File: src/sv/mcdm_pkg.sv
// Shared types and codes of the multichannel dematrix.
// Used by mcdm_regs, multichannel_dematrix, mcdm_checker and tb_top; depends on nothing else.
`default_nettype none
package mcdm_pkg;

	// Matrix modes after the channel count has been clamped.
	localparam logic [1:0] MODE_3CH = 2'd0;
	localparam logic [1:0] MODE_4CH = 2'd1;
	localparam logic [1:0] MODE_5CH = 2'd2;

	// Layout selectors at or above this value are undefined.
	localparam logic [3:0] NUM_LAYOUTS = 4'd12;

	// Register indexes as decoded from paddr[2].
	localparam logic REG_CHANNEL_COUNT = 1'b0;
	localparam logic REG_MATRIX_SELECT = 1'b1;

	// Item kinds carried in tuser on the input side.
	localparam logic FUNC_LOAD = 1'b0;
	localparam logic FUNC_LINE = 1'b1;

	typedef struct packed {
		logic [2:0] channel_count;
		logic [3:0] matrix_select;
	} cfg_t;

endpackage
`default_nettype wire

File: src/sv/mcdm_regs.sv
// Configuration registers (APB) and coefficient store of the dematrix.
// Depends on mcdm_pkg for the register codes and the cfg_t struct.
`default_nettype none
module mcdm_regs #(
	parameter int MAX_CHANNELS = 5,
	parameter int COEF_BITS    = 16
) (
	input  logic                                         clk,
	input  logic                                         arst_n,
	input  logic                                         psel,
	input  logic                                         penable,
	input  logic                                         pwrite,
	input  logic [2:0]                                   paddr,
	input  logic [31:0]                                  pwdata,
	output logic [31:0]                                  prdata,
	output logic                                         pready,
	input  logic                                         ld_en,
	input  logic [2:0]                                   ld_set,
	input  logic [1:0]                                   ld_pick,
	input  logic [COEF_BITS-1:0]                         ld_value,
	output logic [4*MAX_CHANNELS-1:0][COEF_BITS-1:0]     coef,
	output mcdm_pkg::cfg_t                               cfg
);

	localparam int NCOEF = 4 * MAX_CHANNELS;

	logic [NCOEF-1:0][COEF_BITS-1:0] store_q;
	mcdm_pkg::cfg_t                  cfg_q;
	logic                            wr_en;

	assign wr_en  = psel && penable && pwrite;
	assign pready = 1'b1;

	always_ff @(posedge clk or negedge arst_n) begin
		if (!arst_n) begin
			cfg_q.channel_count <= 3'd3;
			cfg_q.matrix_select <= 4'd0;
		end else if (wr_en) begin
			unique case (paddr[2])
				mcdm_pkg::REG_CHANNEL_COUNT: cfg_q.channel_count <= pwdata[2:0];
				mcdm_pkg::REG_MATRIX_SELECT: cfg_q.matrix_select <= pwdata[3:0];
				default: ;
			endcase
		end
	end

	// Loads with a set index beyond the store are dropped.
	always_ff @(posedge clk or negedge arst_n) begin
		if (!arst_n) begin
			store_q <= '0;
		end else if (ld_en) begin
			for (int i = 0; i < NCOEF; i++) begin
				if ({29'd0, ld_set} == i / 4 && {30'd0, ld_pick} == i % 4) begin
					store_q[i] <= ld_value;
				end
			end
		end
	end

	always_comb begin
		prdata = '0;
		if (paddr[1:0] == 2'd0) begin
			unique case (paddr[2])
				mcdm_pkg::REG_CHANNEL_COUNT: prdata = {29'd0, cfg_q.channel_count};
				mcdm_pkg::REG_MATRIX_SELECT: prdata = {28'd0, cfg_q.matrix_select};
				default: prdata = '0;
			endcase
		end
	end

	assign coef = store_q;
	assign cfg  = cfg_q;

endmodule
`default_nettype wire

File: config.mk
export PLATFORM = sky130hd
export DESIGN_NAME = mcdm_regs
export DESIGN_NICKNAME = d
export VERILOG_FILES = /design/src/sv/mcdm_pkg.sv /design/src/sv/mcdm_regs.sv
export SDC_FILE = /design/constraint.sdc
export NUM_CORES = 1
export LEC_CHECK = 0
export BUFFER_PORTS_ARGS = -buffer_cell sky130_fd_sc_hd__buf_2
export CAP_MARGIN = 30
export CORE_AREA = 2 2 162 164
export CTS_CLUSTER_DIAMETER = 60
export CTS_CLUSTER_SIZE = 14
export DETAILED_ROUTE_END_ITERATION = 10
export DIE_AREA = 0 0 164 166
export PLACE_DENSITY = 0.81
export SETUP_SLACK_MARGIN = 0.1
export SYNTH_ARGS = -nofsm -noshare
export SYNTH_HDL_FRONTEND = slang
export SYNTH_SLANG_ARGS = --single-unit
File: constraint.sdc
create_clock -name clk -period 2 [get_ports clk]
set_input_delay 0.4 -clock clk [delete_from_list [all_inputs] [get_ports clk]]
set_output_delay 0.4 -clock clk [all_outputs]
set_load 0.02 [all_outputs]
# Yosys cells after proc, flatten, opt, wreduce, memory -nomap -nowiden
# Cells that the tools add are included.
[word_totals] input_bits=62 elab_cells=79 register_bits=327
[op_classes] reduce_logical=47 n_eq_ne=7 n_bitwise=1 mux=2
[op_table] operator="one-hot mux 32 bit (2 select lines)" n=1
[op_table] operator="AND reduction 2 bit" n=22
[op_table] operator="two-way mux 32 bit" n=1
[op_table] operator="logical AND 1 bit" n=22
[op_table] operator="== test 3 x 2 -> 1 bit, second input constant" n=2
[op_table] operator="== test 2 bit, second input constant" n=2
[op_table] operator="zero test 2 bit" n=2
[op_table] operator="== test 3 x 1 -> 1 bit, second input constant" n=1
[op_table] operator="== test 3 bit, second input constant" n=1
[op_table] operator="zero test 3 bit" n=1
[op_table] operator="== test 2 x 1 -> 1 bit, second input constant" n=1
[op_table] operator="inverter 1 bit" n=1

# Longest topological paths before layout
# Gate-level depths: netlist of the first run.
[depth] depth_word=3 depth_mapped=6 mapped_depth_nobuf=3

# Least setup slack after synthesis of the first run
# OpenSTA, ideal clock, no wires.
[synth_path] kind="input port to flip-flop" startpoint="in ld_set[2]" endpoint="reg store_q, in the netlist coef[197]" required_ns=1.875 path_buffers=3 stages=6 arrival_time_ns=1.740 path_slack_ns=0.135 path_cell_list="buf_6 -> nor4b_4 -> and2b_1 -> buf_6 -> buf_12 -> mux2_4"
[synth_via] elab_chain_cells=3
[synth_rtl] item="from (decl)" line_no="mcdm_regs.sv:18" rtl="input logic [2:0] ld_set,"
[synth_rtl] item="== test 3 x 2 -> 1 bit" line_no="mcdm_regs.sv:53" rtl="if ({29'd0, ld_set} == i / 4 && {30'd0, ld_pick} == i % 4) begin"
[synth_rtl] item="logical AND 1 bit" line_no="mcdm_regs.sv:53"
[synth_rtl] item="AND reduction 2 bit (no source line)"
[synth_rtl] item="to (signal, indexed assignment)" line_no="mcdm_regs.sv:54" rtl="store_q[i] <= ld_value;"
[synth_rtl] item="to (decl)" line_no="mcdm_regs.sv:27" rtl="logic [NCOEF-1:0][COEF_BITS-1:0] store_q;"
# Every way passes these cells.
# A chain may end at the register's enable or synchronous reset.

# Worst setup path after layout of the first run
[layout_path] startpoint="reg cfg_q, in the netlist cfg[5]" endpoint="out prdata[1]"
[layout_via] elab_chain_cells=2
[layout_rtl] item="from (decl)" line_no="mcdm_regs.sv:28" rtl="mcdm_pkg::cfg_t cfg_q;"
[layout_rtl] item="one-hot mux 32 bit (2 select lines)" line_no="mcdm_regs.sv:63" rtl="unique case (paddr[2])"
[layout_rtl] item="two-way mux 32 bit" line_no="mcdm_regs.sv:62" rtl="if (paddr[1:0] == 2'd0) begin"
[layout_rtl] item="to (decl)" line_no="mcdm_regs.sv:15" rtl="output logic [31:0] prdata,"
# Every way passes these cells. The select of a mux whose other input is x is not followed.

==> results of run 1 <==
-- how the worst max path moves through the flow --
stage                             startpoint                    end  slack, ps
after global routing      cfg[5]$_DFFE_PN1P_              prdata[1]         50
after floorplan                    ld_set[2]  coef[197]$_DFFE_PN0P_        130
final                     cfg[5]$_DFFE_PN1P_              prdata[1]        130
after detailed placement          ld_pick[0]  coef[232]$_DFFE_PN0P_        140
after global placement            ld_pick[0]  coef[235]$_DFFE_PN0P_        170
after CTS                 cfg[5]$_DFFE_PN1P_              prdata[1]         90
-- cell usage after synthesis, types with 2 or more instances --
master    number  area share, %
dfrtp_1      325             64
mux2_2       314             28
clkbuf_1      33           0.97
buf_4         32            1.9
buf_2         16           0.63
mux2_4        10            1.2
buf_6          8           0.70
nor2b_1        7           0.34
nand2_1        6           0.18
nand2_2        4           0.20
nor3_1         4           0.16
mux2_1         3           0.26
mux2i_1        3           0.23
nand2_4        3           0.26
conb_1         2          0.059
dfstp_2        2           0.41
nand4_2        2           0.20
nand4b_1       2           0.14
nor2_2         2          0.098
-- cell type report --
class / instances / area [sq um]
timing repair buffer: 395 / 2250
clock buffer: 39 / 741
sequential: 327 / 8190
multi-input combinational: 397 / 4160
clock inverter: 1 / 5.00
fill: 1948 / 9850
tap: 335 / 419
-- cells by family after synthesis --
family	after synthesis	share of synthesized area (%)
flops	327	64.0
mux	330	29.3
other cells	2	0.0587
buf+inv	90	4.33
simple gates	38	2.27
-- through the flow --
step	setup slack (ps)	power (mW)	utilization, %
floorplan	135	11.6	-
global placement	167	13.4	58.5
detailed placement	137	13.6	58.5
CTS	86.8	18.4	61.5
global route	46.1	19.0	61.5
finish	129	18.2	61.5
-- routing by layer --
metal	up-vias	GRT usage [%]	share of wire [%]
li1	3397	-	-
met1	4094	29.6	40
met2	307	40.7	50
met3	59	5.47	7.2
met4	4	6.41	2.7
met5	-	0	0.075
-- power groups by stage --
stage | logic, mW | registers, mW | clock network [mW]
4_1_cts | 4.96 | 8.58 | 4.86
3_3_place_gp | 4.85 | 8.59 | 0
3_5_place_dp | 4.94 | 8.68 | 0
5_1_grt | 5.20 | 8.74 | 5.10
2_1_floorplan | 1.37 | 10.3 | 0
6_report | 4.91 | 8.58 | 4.75
-- what timing repair did --
| action | in CTS | in global routing |
|---|---|---|
| resized for setup | 0 | 3 |
| endpoints found under the setup margin | 1 | 2 |
| pin swaps | 0 | 1 |
| gates cloned | 0 | 0 |
| hold buffers | 1 | 0 |
| hold endpoints to repair | 34 | 0 |
-- state kept, by name, indices dropped and copies added, names as in the netlist --
name and flops:
coef 320, cfg 7
-- worst max-delay path, stage by stage, from the launching register on --
cell and delay (ps):
dfstp_2 540, mux2i_1 80, nor3_2 170, buf_4 160
-- cells in the final DEF (no fill, tap or decap), drive strengths merged, types with 3 or more instances in the layout --
cell    synthesis  routed
nand4           3       3
nand2          13      13
conb            2      29
clkbuf         33      39
dfrtp         325     325
mux2i           3       3
mux2          327     327
nor3            4       4
buf            57     394
nor2b           7       7
==> flow_summary.toml, run 1 <==
[min_path]
hold_depth = 2
hp-class = "in2reg"
min_to = "cfg[2]$_DFFE_PN0P_"
holdCritStartpoint = "pwdata[2]"

[yosys]
netlist_area_sq_um = 12800
ys_seq_area_share_pct = 64.0
synth-seq-cells = 327
synth-edff-count = 0
synth_area_per_cell_sq_um = 16.2
synthArstFlopShare_pct = 100
synth_ff_type = "dfrtp_1"
ys.warnings.count = 0
netlist_instances = 787
synth.distinct_cells = 28

[route]
drc = 0
wl_mm = 32.0
drt.antenna.violating_nets = 0
vias = 7861
avgViaCountPerCell = 5.26
dr.pass1.iters = 4
drtIter0Drc = 395
wl_per_cell_um = 21.4

[die]
die_h_um = 166
io_pins = 422
die_width_um = 164
die_area_sq_um = 27200
core-area_sq_um = 25600
rows = 59
start_util_pct = 49.9

[sta]
finalMaxSlewViolations = 0
hold_viol_final = 0
rsz0062_at_grt = "yes"
fin_crit_ps = 1870
skew_ps = 0
timing.setup.tns_ps = 0
setup_viol = 0
fin_crit_sh_pct = 93.5
max_clock_freq_ghz = 0.535
hold-worst-slack_ps = 133

[global_routing]
grt_pass1_vias = 8361
grt_antenna_before_repair = 2
grt_max_degree = 74
grt_pass1_wl_mm = 49.2
grtUsageTotal_pct = 23.5
globalRouteOverflowTotal = 0

[place]
gp_congestion = 0.775
numPortBuffers = 364
placedCellCount = 1453
hpwl_mm = 22.3
place_area_sq_um = 15000

[clock_tree]
cts_tree = "built"
clk_path_buf_depth = 3
numClockSinks = 327
numCtsBuffers = 27
path_clk_slew_ps = 70
htreeDepth = 1
clock_latency_ps = 510
clockRootBuffer = "clkbuf_16"
cts_setup_buffers = 0

[pwr]
p_sw_mw = 5.89
powerDensity_nw_per_um2 = 1160
leakage_nw = 8.28
internal_power_mw = 12.4
combPwrFrac_pct = 26.9
peakVddDrop_v = 0.000844
seq_power_share_pct = 47.0
swShare_pct = 32.3
clockPowerShare_pct = 26.0

[layout]
drive_gt1_share_pct = 66.4
area_delta_synth_final_pct = 23.3
diodes = 0
final_nets = 1210
final_cells = 1494
postLayoutCellArea_sq_um = 15800

[job]
cap_violations = 0

[setup_path]
r2r-start = "coef[197]$_DFFE_PN0P_"
critPathCaptureType = "output pin"
critPathKind = "reg2out"
timing.rr.end = "coef[197]$_DFFE_PN0P_"
worstPathRequired_ps = 1600
worstPathArrival_ps = 1470
r2r_cells = 1
start_kind = "register"
rrSetupSlack_ps = 1190
crit_path_max_fanout = 3

[run_status]
status = "completed"
No activity file was read; power rests on OpenSTA's default activity.
==> run 2, diff against run 1 <==
Settings changed: PLACE_DENSITY 0.81 to not set, PLACE_DENSITY_LB_ADDON set to 0.25.
==> flow_summary.toml, run 2 (same netlist as run 1, synthesis figures left out) <==
[sta]
max_clock_freq_ghz = 0.544
worst-slew-pin-transition_ps = 503
setup_viol = 0
timing.setup.tns_ps = 0
finalMaxSlewViolations = 0
rsz0062_at_grt = "yes"
fin_crit_sh_pct = 91.9
hold_viol_final = 0
fin_crit_ps = 1840
skew_ps = 0
slew_headroom_pct = 66.4

[pwr]
peakVddDrop_v = 0.000844
power_mw = 18.5
leakage_nw = 8.33
powerDensity_nw_per_um2 = 1170

[place]
hpwl_mm = 22.3
gp_congestion = 0.803
numPortBuffers = 364

[clock_tree]
numClockSinks = 327
cts_setup_buffers = 0
clockRootBuffer = "clkbuf_16"
path_clk_slew_ps = 60
numCtsBuffers = 28
cts_tree = "built"
clk_path_buf_depth = 3
clock_latency_ps = 530
htreeDepth = 1

[setup_path]
cp_slowest_stage_delay_ps = 540
worstPathRequired_ps = 1600
critPathTopFamily = "flip-flops"
critPathCaptureType = "output pin"
r2r_cells = 1
critPathSlowestCell = "dfstp_2"
start_kind = "register"
crit_buf_inv = 1
critPathKind = "reg2out"
path_cells = "mux2i_1, nor3_1, buf_4"
worstPathArrival_ps = 1440
path_depth = 3
crit_path_max_fanout = 3

[layout]
layout_commonest_cell = "buf_2"
fill_cells = 2053
final_nets = 1215
drive_gt1_share_pct = 66.4
final_util_pct = 61.9
area_delta_synth_final_pct = 23.9
register_area_sq_um = 8190
multiInputGateArea_sq_um = 4160
largest_register_ffs = 320
most-common-layout-cells = "buf_2 (362), dfrtp_1 (325), mux2_2 (314), conb_1 (29), clkbuf_16 (29)"

[die]
start_util_pct = 49.9
die_width_um = 164
rows = 59
die_h_um = 166
core-area_sq_um = 25600
die_area_sq_um = 27200
io_pins = 422

[global_routing]
grt_max_degree = 55
grt_pass1_wl_mm = 48.1
grt_antenna_before_repair = 4
globalRouteOverflowTotal = 0
grtUsageTotal_pct = 23.1
grt_pass1_vias = 7943

[route]
wl_mm = 31.5
dr.pass1.iters = 4
drt.antenna.violating_nets = 0
avgViaCountPerCell = 5.15
vias = 7753
wl_per_cell_um = 20.9
drtIter0Drc = 316
drc = 0

[job]
cap_violations = 0

[run_status]
status = "completed"

[min_path]
hp-class = "in2reg"
hold_depth = 2
==> run 2: where the power goes <==
| part | leakage [nW] | switching (mW) | internal, mW |
|---|---|---|---|
| clock | 0.396 | 2.30 | 2.76 |
| sequential | 4.17 | 0.637 | 7.91 |
| combinational | 3.76 | 3.02 | 1.92 |
==> run 2: final timing paths <==
path,slack [ps],endpoint,startpoint
max,160,prdata[1],cfg[5]$_DFFE_PN1P_
min,120,cfg[2]$_DFFE_PN0P_,pwdata[2]
max in group asynchronous,840,coef[77]$_DFFE_PN0P_,arst_n
min in group asynchronous,400,coef[11]$_DFFE_PN0P_,arst_n
max reg2reg,1200,cfg[3]$_DFFE_PN0P_,cfg[3]$_DFFE_PN0P_
min reg2reg,490,coef[92]$_DFFE_PN0P_,coef[92]$_DFFE_PN0P_
==> run 2: timing repair <==
action	CTS	global route
hold buffers	1	0
endpoints found under the setup margin	0	2
resized for setup	0	1
endpoints found under the hold margin	40	0
==> run 2: area by class of cell <==
cell class | instances | area share (%)
multi-input cells | 397 | 26.2
repair buffers | 399 | 14.3
diodes | 4 | 0.0632
flip-flops and latches | 327 | 51.7
well taps | 335 | 2.64
clock buffers | 38 | 4.79
clock inverters | 4 | 0.347
==> run 2: stage by stage <==
step / area, sq um / cells / hold slack [ps] / worst slack [ps]
6_report: 15800 / 1504 / 121 / 161
4_1_cts: 15800 / 1500 / 96.4 / 136
2_1_floorplan: 12900 / 814 / 104 / 135
3_5_place_dp: 15000 / 1457 / 370 / 120
5_1_grt: 15800 / 1503 / 98.8 / 61.2
3_3_place_gp: 15000 / 1457 / 374 / 142
==> run 2: per-layer routing <==
layer	vias up	global-route usage [%]	routed length (um)
met4	0	7.74	962
met2	266	38.7	15600
met5	-	0	0
li1	3413	-	-
met3	50	4.67	1940
met1	4024	30.1	13000
